### src/design/fbrop_pkg.sv
// Package for the framebuffer raster op engine: screen geometry, command codes,
// sequencer states and the segment table that splits a command into areas.
// No dependencies.
`timescale 1ns / 1ps
package fbrop_pkg;
	localparam int SCREEN_WIDTH  = 480;
	localparam int SCREEN_HEIGHT = 272;
	localparam int FB_DEPTH      = SCREEN_WIDTH * SCREEN_HEIGHT;
	localparam int FB_AW         = $clog2(FB_DEPTH);
	localparam int XW            = $clog2(SCREEN_WIDTH);
	localparam int YW            = $clog2(SCREEN_HEIGHT);
	localparam int CW            = 13;
	localparam logic [31:0] INV_MASK = 32'hFF00_0000;

	typedef logic signed [CW-1:0] coord_t;
	typedef logic [2:0] seg_idx_t;
	localparam seg_idx_t SEG_END = 3'd5;

	typedef enum logic [3:0] {
		OP_PIXEL    = 4'd0,
		OP_INV_PIX  = 4'd1,
		OP_HBYTE    = 4'd2,
		OP_VBYTE    = 4'd3,
		OP_HLINE    = 4'd4,
		OP_VLINE    = 4'd5,
		OP_RECT     = 4'd6,
		OP_INV_AREA = 4'd7,
		OP_CLR_AREA = 4'd8,
		OP_READ     = 4'd9
	} op_t;

	typedef enum logic [1:0] {
		MODE_OPAQUE = 2'd0,
		MODE_TRANSP = 2'd1,
		MODE_INVERT = 2'd2,
		MODE_NONE   = 2'd3
	} mode_t;

	localparam logic [1:0] CFG_DRAW_COLOR = 2'd0;
	localparam logic [1:0] CFG_BACK_COLOR = 2'd1;
	localparam logic [1:0] CFG_DRAW_MODE  = 2'd2;

	typedef enum logic [2:0] {
		ST_IDLE,
		ST_SEG,
		ST_RD,
		ST_WR
	} state_t;

	typedef struct packed {
		logic   valid;
		coord_t x0;
		coord_t x1;
		coord_t y0;
		coord_t y1;
	} seg_t;

	function automatic seg_t seg_bounds(input logic [3:0] op, input seg_idx_t k,
		input coord_t sx, input coord_t sy, input coord_t ex, input coord_t ey,
		input logic fill);
		seg_t s;
		s = '{valid: 1'b0, x0: sx, x1: sx, y0: sy, y1: sy};
		case (op)
			OP_PIXEL, OP_INV_PIX, OP_READ: s.valid = (k == 3'd0);
			OP_HBYTE: begin
				s.valid = (k == 3'd0);
				s.x1    = sx + coord_t'(7);
			end
			OP_VBYTE: begin
				s.valid = (k == 3'd0);
				s.y1    = sy + coord_t'(7);
			end
			OP_HLINE: begin
				s.valid = (k == 3'd0);
				s.x1    = ex;
			end
			OP_VLINE: begin
				s.valid = (k == 3'd0);
				s.y1    = ey;
			end
			OP_INV_AREA, OP_CLR_AREA: begin
				s.valid = (k == 3'd0);
				s.x1    = ex;
				s.y1    = ey;
			end
			OP_RECT: begin
				case (k)
					3'd0: begin
						s.valid = 1'b1;
						s.x1    = ex;
					end
					3'd1: begin
						s.valid = 1'b1;
						s.x1    = ex;
						s.y0    = ey;
						s.y1    = ey;
					end
					3'd2: begin
						s.valid = 1'b1;
						s.y1    = ey;
					end
					3'd3: begin
						s.valid = 1'b1;
						s.x0    = ex;
						s.x1    = ex;
						s.y1    = ey;
					end
					3'd4: begin
						s.valid = fill;
						s.x0    = sx + coord_t'(1);
						s.x1    = ex - coord_t'(1);
						s.y1    = ey;
					end
					default: s.valid = 1'b0;
				endcase
			end
			default: s.valid = 1'b0;
		endcase
		return s;
	endfunction
endpackage

### src/design/fbrop_seq.sv
// Command sequencer: splits a command into clipped areas and walks them one
// pixel at a time through a read then write pass on the framebuffer port.
// Depends on fbrop_pkg.
`timescale 1ns / 1ps
module fbrop_seq (
	input  logic                          clk,
	input  logic                          arst_n,
	input  logic                          start,
	output logic                          busy,
	input  logic [3:0]                    op,
	input  logic signed [11:0]            start_x,
	input  logic signed [11:0]            start_y,
	input  logic signed [11:0]            end_x,
	input  logic signed [11:0]            end_y,
	input  logic [7:0]                    pattern,
	input  logic [31:0]                   pixel_color,
	input  logic                          fill_flag,
	input  logic [31:0]                   draw_color,
	input  logic [31:0]                   back_color,
	input  logic [1:0]                    draw_mode,
	output logic [fbrop_pkg::FB_AW-1:0]   mem_addr,
	output logic                          mem_we,
	output logic [31:0]                   mem_wdata,
	input  logic [31:0]                   mem_rdata,
	output logic [31:0]                   read_color,
	output logic [3:0]                    op_done,
	output logic                          done
);
	fbrop_pkg::state_t   state_q, state_d;
	fbrop_pkg::seg_idx_t seg_q;
	fbrop_pkg::coord_t   sx_q, sy_q, ex_q, ey_q;
	fbrop_pkg::coord_t   x_q, y_q, x0_q, x1_q, y1_q;
	logic [3:0]          op_q;
	logic [7:0]          pat_q;
	logic [31:0]         pc_q;
	logic                fill_q;
	logic [31:0]         rd_q;
	logic                done_q;
	fbrop_pkg::seg_t     seg;
	fbrop_pkg::coord_t   cx0, cx1, cy0, cy1;
	logic                seg_go;
	logic [2:0]          bit_idx;
	logic                bit_set;
	logic                act_wr, act_inv;
	logic [31:0]         color;
	logic                last_x, last_y;

	assign seg = fbrop_pkg::seg_bounds(op_q, seg_q, sx_q, sy_q, ex_q, ey_q, fill_q);
	assign cx0 = (seg.x0 < 0) ? '0 : seg.x0;
	assign cx1 = (seg.x1 > fbrop_pkg::coord_t'(fbrop_pkg::SCREEN_WIDTH - 1)) ?
		fbrop_pkg::coord_t'(fbrop_pkg::SCREEN_WIDTH - 1) : seg.x1;
	assign cy0 = (seg.y0 < 0) ? '0 : seg.y0;
	assign cy1 = (seg.y1 > fbrop_pkg::coord_t'(fbrop_pkg::SCREEN_HEIGHT - 1)) ?
		fbrop_pkg::coord_t'(fbrop_pkg::SCREEN_HEIGHT - 1) : seg.y1;
	assign seg_go = seg.valid && (cx0 <= cx1) && (cy0 <= cy1);

	assign last_x = (x_q == x1_q);
	assign last_y = (y_q == y1_q);

	always_comb begin
		bit_idx = (op_q == fbrop_pkg::OP_HBYTE) ? 3'd7 - 3'(x_q - sx_q) : 3'(y_q - sy_q);
		bit_set = pat_q[bit_idx];
		act_wr  = 1'b0;
		act_inv = 1'b0;
		color   = draw_color;
		case (op_q)
			fbrop_pkg::OP_PIXEL: begin
				act_wr = 1'b1;
				color  = pc_q;
			end
			fbrop_pkg::OP_INV_PIX, fbrop_pkg::OP_INV_AREA: act_inv = 1'b1;
			fbrop_pkg::OP_HBYTE, fbrop_pkg::OP_VBYTE: begin
				case (draw_mode)
					fbrop_pkg::MODE_OPAQUE: begin
						act_wr = 1'b1;
						color  = bit_set ? draw_color : back_color;
					end
					fbrop_pkg::MODE_TRANSP: act_wr = bit_set;
					fbrop_pkg::MODE_INVERT: act_inv = bit_set;
					default: act_wr = 1'b0;
				endcase
			end
			fbrop_pkg::OP_HLINE, fbrop_pkg::OP_VLINE, fbrop_pkg::OP_RECT: begin
				act_inv = (draw_mode == fbrop_pkg::MODE_INVERT);
				act_wr  = (draw_mode != fbrop_pkg::MODE_INVERT);
			end
			fbrop_pkg::OP_CLR_AREA: begin
				act_wr = 1'b1;
				color  = back_color;
			end
			default: act_wr = 1'b0;
		endcase
	end

	assign mem_addr = fbrop_pkg::FB_AW'(y_q[fbrop_pkg::YW-1:0])
		* fbrop_pkg::FB_AW'(fbrop_pkg::SCREEN_WIDTH)
		+ fbrop_pkg::FB_AW'(x_q[fbrop_pkg::XW-1:0]);
	assign mem_we    = (state_q == fbrop_pkg::ST_WR) && (act_wr || act_inv);
	assign mem_wdata = act_inv ? (fbrop_pkg::INV_MASK | ~mem_rdata) : color;

	always_comb begin
		state_d = state_q;
		unique case (state_q)
			fbrop_pkg::ST_IDLE: if (start) state_d = fbrop_pkg::ST_SEG;
			fbrop_pkg::ST_SEG: begin
				if (seg_q == fbrop_pkg::SEG_END) state_d = fbrop_pkg::ST_IDLE;
				else if (seg_go) state_d = fbrop_pkg::ST_RD;
			end
			fbrop_pkg::ST_RD: state_d = fbrop_pkg::ST_WR;
			fbrop_pkg::ST_WR: state_d = (last_x && last_y) ? fbrop_pkg::ST_SEG : fbrop_pkg::ST_RD;
			default: state_d = fbrop_pkg::ST_IDLE;
		endcase
	end

	always_ff @(posedge clk or negedge arst_n) begin
		if (!arst_n) begin
			state_q <= fbrop_pkg::ST_IDLE;
			done_q  <= 1'b0;
		end else begin
			state_q <= state_d;
			done_q  <= (state_q == fbrop_pkg::ST_SEG) && (seg_q == fbrop_pkg::SEG_END);
		end
	end

	always_ff @(posedge clk) begin
		unique case (state_q)
			fbrop_pkg::ST_IDLE: begin
				if (start) begin
					op_q   <= op;
					sx_q   <= fbrop_pkg::coord_t'(start_x);
					sy_q   <= fbrop_pkg::coord_t'(start_y);
					ex_q   <= fbrop_pkg::coord_t'(end_x);
					ey_q   <= fbrop_pkg::coord_t'(end_y);
					pat_q  <= pattern;
					pc_q   <= pixel_color;
					fill_q <= fill_flag;
					seg_q  <= '0;
					rd_q   <= '0;
				end
			end
			fbrop_pkg::ST_SEG: begin
				if (seg_q != fbrop_pkg::SEG_END) begin
					seg_q <= seg_q + 3'd1;
					x_q   <= cx0;
					x0_q  <= cx0;
					x1_q  <= cx1;
					y_q   <= cy0;
					y1_q  <= cy1;
				end
			end
			fbrop_pkg::ST_RD: ;
			fbrop_pkg::ST_WR: begin
				if (op_q == fbrop_pkg::OP_READ) rd_q <= mem_rdata;
				if (!last_x) begin
					x_q <= x_q + fbrop_pkg::coord_t'(1);
				end else begin
					x_q <= x0_q;
					y_q <= y_q + fbrop_pkg::coord_t'(1);
				end
			end
			default: ;
		endcase
	end

	assign busy       = (state_q != fbrop_pkg::ST_IDLE);
	assign done       = done_q;
	assign read_color = rd_q;
	assign op_done    = op_q;
endmodule

### config.mk
export PLATFORM = sky130hd
export DESIGN_NAME = fbrop_seq
export DESIGN_NICKNAME = d
export VERILOG_FILES = /design/src/design/fbrop_pkg.sv /design/src/design/fbrop_seq.sv
export SDC_FILE = /design/constraint.sdc
export NUM_CORES = 1
export LEC_CHECK = 0
export ABC_AREA = 1
export ABC_CLOCK_PERIOD_IN_PS = 5700
export BUFFER_PORTS_ARGS = -buffer_cell sky130_fd_sc_hd__buf_2
export CAP_MARGIN = 25
export CORE_ASPECT_RATIO = 0.8
export CORE_UTILIZATION = 52
export DETAILED_ROUTE_END_ITERATION = 7
export PLACE_DENSITY = 0.79
export SYNTH_ARGS = -nofsm -noshare
export SYNTH_HDL_FRONTEND = slang
export SYNTH_SLANG_ARGS = --single-unit
### constraint.sdc
create_clock -name clk -period 5.7 [get_ports clk]
set_input_delay 0.57 -clock clk [delete_from_list [all_inputs] [get_ports clk]]
set_output_delay 0.57 -clock clk [all_outputs]
set_load 0.01 [all_outputs]
==> results of run 1 <==
-- Yosys cell counts, types with 15 or more instances --
| master | instances | area [sq um] |
|---|---|---|
| nand2_1 | 521 | 1960 |
| inv_1 | 292 | 1100 |
| nor2_1 | 199 | 747 |
| edfxtp_1 | 192 | 5770 |
| nand3_1 | 144 | 721 |
| o21ai_0 | 87 | 435 |
| a21oi_1 | 85 | 425 |
| ha_1 | 66 | 826 |
| xor2_1 | 39 | 342 |
| a221oi_1 | 33 | 289 |
| clkbuf_1 | 29 | 109 |
| buf_2 | 21 | 105 |
| fa_1 | 16 | 320 |
| a21oi_2 | 15 | 131 |
-- final timing paths --
check | endpoint | from | slack [ns]
worst min register to register | x_q[9] | x0_q[9] | 0.56
max in group asynchronous | state_q[1] | arst_n | 5.12
worst min-delay path | ey_q[8] | end_y[8] | 0.29
worst max-delay path | mem_addr[16] | y_q[1] | 0.34
worst max register to register | state_q[0] | op_done[3] | 1.05
min in group asynchronous | done | arst_n | 0.46
-- state kept, by name, indices dropped and copies added (netlist names) --
signal,flops
done,1
ex_q,12
ey_q,12
fill_q,1
op_done,4
pat_q,8
pc_q,32
read_color,32
seg_q,3
state_q,2
sx_q,12
sy_q,12
x0_q,12
x1_q,13
x_q,13
y1_q,13
y_q,13
-- layout make-up --
class	instances	area [sq um]
timing repair buffer	296	1540
fill	2484	10600
antenna	1	2.50
clock inverter	15	146
clock buffer	17	425
tap	364	455
sequential	195	5840
multi-input combinational	1344	7250
inverter	305	1150
-- repair_timing --
item / in CTS / in global routing
buffers inserted: 0 / 1
hold buffers: 1 / 0
hold endpoints to repair: 3 / 0
endpoints found under the setup margin: 0 / 2
gates resized for setup: 0 / 4
-- critical path, delay by kind of cell (launching register included) --
| kind | cells | cell delay (ns) |
|---|---|---|
| xor+xnor | 1 | 0.13 |
| buf+inv | 5 | 0.42 |
| flops | 1 | 0.49 |
| compound gates | 5 | 0.81 |
| fa+ha+maj | 5 | 1.89 |
| simple gates | 9 | 0.61 |
-- through the flow --
| step | hold slack, ns | utilization, % | worst slack [ns] | instances |
|---|---|---|---|---|
| after floorplan | 0.274 | - | 1.11 | 1912 |
| after global placement | 0.376 | 59.0 | 0.807 | 2501 |
| after detailed placement | 0.379 | 59.1 | 0.630 | 2502 |
| after CTS | 0.271 | 61.2 | 0.133 | 2535 |
| after global routing | 0.274 | 61.3 | 0.0240 | 2536 |
| final | 0.292 | 61.3 | 0.337 | 2537 |
-- cells by family after synthesis --
logic type	count (synthesis)	synth area share [%]
simple gates	927	26.5
buf+inv	373	10.3
compound gates	282	12.1
flops	195	40.1
fa+ha+maj	82	7.87
xor+xnor	53	3.19
-- per-layer routing --
metal | vias to the layer above | share of wire [%]
met3 | 75 | 9.9
met5 | - | 0.030
met4 | 2 | 2.0
met1 | 6412 | 46
li1 | 6756 | -
met2 | 781 | 42
==> out/summary.txt, run 1 <==
Clock transition at path regs -> 0.08 ns
fmax -> 186 MHz
FF-to-FF path depth -> 27
CP Data Required Time -> 5.13 ns
number of global-route vias before repair -> 12300
status -> finished clean
# IOs -> 282
grt met2 use -> 42.3%
Max-cap violations -> 0
DP HPWL -> 33000 um
wire per inst -> 17.0 um
die area -> 28700 sq um
Finished Cell Area -> 16800 sq um
P&R area growth vs syn -> 15.4%
register bit total from synthesis -> 195
Via density -> 5.53
nets -> 2435
CP Launch Type -> flop
HP Class -> in2reg
initial antenna violation count -> 1
H-tree depth -> 4
commonest non-fill, non-tap cells in the layout -> nand2_1, inv_1, buf_2
Die Ht -> 152 um
Post-synth EDFFs -> 192
Yosys warnings -> 0
Final Critical Period -> 5.36 ns
setup violators final -> 0
Most Crowded Layer GR -> met1
IO Port Bufs -> 281
RSZ-0062 raised after global routing -> false
Most common cell on crit path -> nand2_1
CP Data Arrival Time -> 4.79 ns
ys async rst share -> 1.54%
Crit. End Element -> output pin
CTS tree -> built
layout cells sized above 1 -> 18.4%
GRT met1 Usage -> 44.5%
DRC viols -> 0
Worst-Margin Slew -> 0.932 ns
total track usage -> 29.4%
global-route wire length before repair -> 65300 um
Final Wtd Congestion -> 0.985
CTS Buf Count -> 17
worst skew pair latency -> 0.45 ns
CP max-delay cell -> fa_1
Root Driver -> clkbuf_16
CP peak stage delay -> 0.51 ns
syn_nets -> 2188
Core Rows -> 54
Core Area -> 27400 sq um
clk buf depth -> 2
CP max FO -> 5
Gate Count Post-Synth -> 1912
drt initial violations -> 1548
initial core utilization -> 53.1%
DP Area -> 16200 sq um
fin crit share -> 94.1%
Congestion Overflow GR -> 0
Clock Sink Count -> 195
Final Hold Viols -> 0
ANT nets after route -> 0
Die W -> 189 um
critical path class -> reg2out
Slew HR -> 37.7%
synth unique cells -> 57
Fin Clk Skew -> 0.0132 ns
syn avg cell area -> 7.62 sq um
largest net degree at the start of global routing -> 64
Pre-Repair DR Iteration Count -> 5
commonest non-fill, non-tap cell in the layout -> nand2_1
Main synth FF type -> edfxtp_1
post-synthesis sequential area ratio -> 40.1%
Slew Limit Fails -> 0
Hold Crit Depth -> 1
via count -> 14000
Post-Syn Area -> 14600 sq um
Total Routed Length -> 43100 um
TNS Setup -> 0 ns
met3 Resource Use GR -> 5.96%
Power of run 1 is left out: the tool's default activity adds up to more than one toggle a clock period on the data nets, which glitch-free logic cannot reach.
==> inputs of run 2 (changes only) <==
==> constraint.sdc (replaced) <==
create_clock -name clk -period 5.7 [get_ports clk]
set_input_delay 0.855 -clock clk [delete_from_list [all_inputs] [get_ports clk]]
set_output_delay 0.855 -clock clk [all_outputs]
set_load 0.01 [all_outputs]
==> out/summary.txt, run 2 (synthesis results as in run 1) <==
status -> finished clean (unchanged)
Worst-Margin Slew -> 0.975 ns (was 0.932 ns)
Crit. End Element -> output pin (unchanged)
number of global-route vias before repair -> 12200 (was 12300)
clk buf depth -> 2 (unchanged)
drt initial violations -> 1619 (was 1548)
CP Launch Type -> flop (unchanged)
Slew HR -> 35.0% (was 37.7%)
Max-cap violations -> 0 (unchanged)
die area -> 28700 sq um (unchanged)
Die Ht -> 152 um (unchanged)
CP max FO -> 5 (unchanged)
HP Class -> in2async (was in2reg)
Congestion Overflow GR -> 0 (unchanged)
grt met2 use -> 42.0% (was 42.3%)
via count -> 13800 (was 14000)
CTS Buf Count -> 17 (unchanged)
largest net degree at the start of global routing -> 64 (unchanged)
multi-input logic area -> 7320 sq um (was 7250 sq um)
setup violators final -> 0 (unchanged)
ant diodes -> 0 (was 1)
CTS tree -> built (unchanged)
Core Area -> 27400 sq um (unchanged)
fill cell count -> 2496 (was 2484)
fin crit share -> 95.7% (was 94.1%)
commonest non-fill, non-tap cells in the layout -> nand2_1, inv_1, buf_2 (unchanged)
Final Critical Period -> 5.45 ns (was 5.36 ns)
DRC viols -> 0 (unchanged)
ANT nets after route -> 0 (unchanged)
Pre-Repair DR Iteration Count -> 7 (was 5)
met3 Resource Use GR -> 6.77% (was 5.96%)
Root Driver -> clkbuf_16 (unchanged)
Die W -> 189 um (unchanged)
initial antenna violation count -> 0 (was 1)
Most Crowded Layer GR -> met1 (unchanged)
IO Port Bufs -> 281 (unchanged)
H-tree depth -> 4 (unchanged)
total track usage -> 29.3% (was 29.4%)
GRT met1 Usage -> 44.0% (was 44.5%)
initial core utilization -> 53.1% (unchanged)
wire per inst -> 17.0 um (about the same)
Fin Clk Skew -> 0.0166 ns (was 0.0132 ns)
nets -> 2438 (was 2435)
worst skew pair latency -> 0.45 ns (about the same)
critical path class -> reg2out (unchanged)
Final Wtd Congestion -> 0.975 (was 0.985)
DP HPWL -> 32900 um (was 33000 um)
Total Routed Length -> 43100 um (about the same)
# IOs -> 282 (unchanged)
layout cells sized above 1 -> 18.9% (was 18.4%)
Layout Utilization -> 61.5% (was 61.3%)
Final Hold Viols -> 0 (unchanged)
P&R area growth vs syn -> 15.7% (was 15.4%)
fmax -> 183 MHz (was 186 MHz)
global-route wire length before repair -> 65200 um (was 65300 um)
CP Data Arrival Time -> 4.60 ns (was 4.79 ns)
Slew Limit Fails -> 0 (unchanged)
Core Rows -> 54 (unchanged)
commonest non-fill, non-tap cell in the layout -> nand2_1 (unchanged)
CP Data Required Time -> 4.85 ns (was 5.13 ns)
Via density -> 5.44 (was 5.53)
Clock Sink Count -> 195 (unchanged)
Clock transition at path regs -> 0.08 ns (about the same)
total area of sequential cells -> 5840 sq um (unchanged)
-- run 2: area by class of cell --
| class | instances | area share [%] |
|---|---|---|
| Clock buffer | 18 | 2.55 |
| Multi-Input combinational cell | 1344 | 43.4 |
| Sequential cell | 195 | 34.6 |
| Inverter | 305 | 6.80 |
| Clock inverter | 14 | 0.779 |
| Tap cell | 364 | 2.70 |
| Timing Repair Buffer | 299 | 9.14 |
-- run 2: worst paths after layout --
| path | slack (ns) | depth (start not counted) | to | from |
|---|---|---|---|---|
| worst max-delay path | 0.25 | 24 | mem_addr[16] | y_q[2] |
| worst min-delay path | 0.20 | 1 | done | arst_n |
| worst max register to register | 1.06 | 25 | state_q[0] | op_done[3] |
| worst min register to register | 0.57 | 2 | x_q[7] | x0_q[7] |
| max in group asynchronous | 5.38 | 1 | state_q[0] | arst_n |
| min in group clk | 0.57 | 2 | x_q[7] | x0_q[7] |
-- run 2: per-stage QoR --
stage | cells | worst slack, ns | setup TNS, ns | hold WS, ns | instance area, sq um
finish | 2539 | 0.246 | 0 | 0.202 | 16900
global route | 2539 | -0.0363 | -0.0366 | 0.184 | 16900
CTS | 2537 | 0.0251 | 0 | 0.187 | 16800
detailed placement | 2503 | 0.300 | 0 | 0.542 | 16200
global placement | 2503 | 0.495 | 0 | 0.536 | 16200
floorplan | 1912 | 0.823 | 0 | 0.519 | 14600
-- run 2: repair_timing --
action                     CTS  global route
hold endpoints to repair     0             0
hold buffers                 0             0
setup endpoints to repair    2             3
gates resized for setup      2            12
pin swaps                    0             1
cloned                       0             0
setup buffers                2             2
-- run 2: worst max-delay path, cell delays in order (launching register included) --
cell	delay (ns)
edfxtp_1	0.44
ha_1	0.31
inv_1	0.05
fa_1	0.47
inv_1	0.05
fa_1	0.50
ha_4	0.32
nand2_1	0.08
o21ai_2	0.16
a21oi_1	0.09
o21ai_1	0.21
nand2_1	0.08
nand2_1	0.08
a21oi_2	0.05
xor2_1	0.14
ha_1	0.32
nand2_1	0.12
nor2_2	0.05
nand2_1	0.06
o211ai_1	0.08
a31oi_1	0.19
inv_1	0.06
nand2_1	0.06
nand2_1	0.04
buf_2	0.13
-- run 2: routing by layer --
metal  part of all wire (%)  vias to the layer above
met5                      0                        -
met4                    2.1                        0
met3                    9.6                       61
met2                     42                      732
met1                     46                     6278
li1                       -                     6752
Power of run 2 is left out for the same reason.
==> inputs of run 3 (changes only) <==
CORE_ASPECT_RATIO = default   (was 0.8)
CORE_UTILIZATION = 44   (was 52)
PLACE_DENSITY = 0.68   (was 0.79)
SLEW_MARGIN = 20   (was default)
==> out/summary.txt, run 3 (synthesis results as in run 1) <==
status -> finished clean (unchanged)
CP Launch Type -> flop (unchanged)
CTS tree -> built (unchanged)
total track usage -> 25.6% (was 29.3%)
Via density -> 5.20 (was 5.44)
HP Class -> in2async (unchanged)
Core Area -> 32500 sq um (was 27400 sq um)
DP HPWL -> 32700 um (was 32900 um)
layout cells sized above 1 -> 19.5% (was 18.9%)
Final Critical Period -> 5.49 ns (was 5.45 ns)
Finished Cell Area -> 17100 sq um (was 16900 sq um)
wire per inst -> 16.5 um (was 17.0 um)
Max-cap violations -> 0 (unchanged)
placed cell count -> 2586 (was 2503)
CTS Buf Count -> 17 (unchanged)
Crit. End Element -> output pin (unchanged)
Slew Limit Fails -> 0 (unchanged)
CP Data Required Time -> 4.85 ns (about the same)
Total Routed Length -> 43300 um (was 43100 um)
Clock Sink Count -> 195 (unchanged)
CP Data Arrival Time -> 4.63 ns (was 4.60 ns)
worst slack, placed -> 0.355 ns (was 0.300 ns)
Final Wtd Congestion -> 0.929 (was 0.975)
Congestion Overflow GR -> 0 (unchanged)
Die W -> 184 um (was 189 um)
RSZ-0062 raised after global routing -> true
initial core utilization -> 44.8% (was 53.1%)
Root Driver -> clkbuf_16 (unchanged)
Core Rows -> 66 (was 54)
commonest non-fill, non-tap cell in the layout -> nand2_1 (unchanged)
Layout Utilization -> 52.6% (was 61.5%)
fin crit share -> 96.3% (was 95.7%)
largest net degree at the start of global routing -> 54 (was 64)
fmax -> 182 MHz (was 183 MHz)
initial antenna violation count -> 5 (was 0)
Worst-Margin Slew -> 0.871 ns (was 0.975 ns)
nets -> 2446 (was 2438)
IO Port Bufs -> 281 (unchanged)
# IOs -> 282 (unchanged)
Clock transition at path regs -> 0.08 ns (about the same)
Slew HR -> 42.0% (was 35.0%)
FF-to-FF Start -> seg_q[0] (was op_done[3])
H-tree depth -> 4 (unchanged)
Fin Clk Skew -> 0.0156 ns (was 0.0166 ns)
DP Area -> 16300 sq um (was 16200 sq um)
hold_buf cts -> 0 (unchanged)
commonest non-fill, non-tap cells in the layout -> nand2_1, inv_1, buf_2 (unchanged)
DRC viols -> 0 (unchanged)
number of global-route vias before repair -> 12900 (was 12200)
CP max FO -> 5 (unchanged)
Die Ht -> 184 um (was 152 um)
final worst-path setup slack -> 0.212 ns (was 0.246 ns)
critical path class -> reg2out (unchanged)
Pre-Repair DR Iteration Count -> 5 (was 7)
clk buf depth -> 2 (unchanged)
via count -> 13700 (was 13800)
drt initial violations -> 1371 (was 1619)
ANT nets after route -> 0 (unchanged)
P&R area growth vs syn -> 17.4% (was 15.7%)
Final Hold Viols -> 0 (unchanged)
worst skew pair latency -> 0.46 ns (was 0.45 ns)
die area -> 33800 sq um (was 28700 sq um)
Critical path origin -> y_q[2] (unchanged)
global-route wire length before repair -> 67600 um (was 65200 um)
Finished Layout Cells -> 2630 (was 2539)
setup violators final -> 0 (unchanged)
[run 3: timing repair]
action | 4_1_cts | 5_1_grt
resized for setup | 2 | 17
setup endpoints to repair | 2 | 3
pin swaps | 0 | 3
buffers inserted | 3 | 4
[run 3: layer usage]
layer	wire length (um)	GRT usage (%)
met5	0	0
met4	1140	9.33
met3	3100	4.77
met2	19300	38.5
met1	19800	36.7
[run 3: stage by stage]
| stage | TNS, ns | hold WS [ns] |
|---|---|---|
| 4_1_cts | 0 | 0.163 |
| 3_5_place_dp | 0 | 0.550 |
| 3_3_place_gp | 0 | 0.534 |
| 6_report | 0 | 0.185 |
| 2_1_floorplan | 0 | 0.519 |
| 5_1_grt | -0.0615 | 0.164 |
[run 3: path summary, 6_finish.rpt]
check | to | slack (ns) | cells after the start
worst max-delay path | mem_addr[14] | 0.21 | 19
worst min-delay path | state_q[0] | 0.19 | 1
worst max register to register | state_q[1] | 1.12 | 27
worst min register to register | x_q[9] | 0.56 | 2
max in group asynchronous | done | 5.39 | 1
min in group clk | pc_q[12] | 0.56 | 1
[run 3: layout make-up]
class                   instances  area, sq um
diodes                          5         12.5
clock inverters                15          195
fillers                      3166        15400
clock buffers                  17          425
inverters                     305         1150
flip-flops and latches        195         5840
multi-input cells            1344         7320
repair buffers                307         1600
well taps                     442          553
[run 3: worst max-delay path, cell delays in order, from the launching register on]
cell,delay [ns]
edfxtp_1,0.47
ha_1,0.31
inv_1,0.04
fa_1,0.45
fa_1,0.51
inv_1,0.06
ha_4,0.26
a21o_1,0.19
a31oi_1,0.19
xor2_1,0.17
inv_1,0.05
ha_1,0.36
nand2_1,0.08
nor3_1,0.30
a21o_1,0.21
nand2_1,0.05
nand2_1,0.07
a21oi_1,0.09
xnor2_1,0.15
buf_2,0.15
Power of run 3 is left out for the same reason.
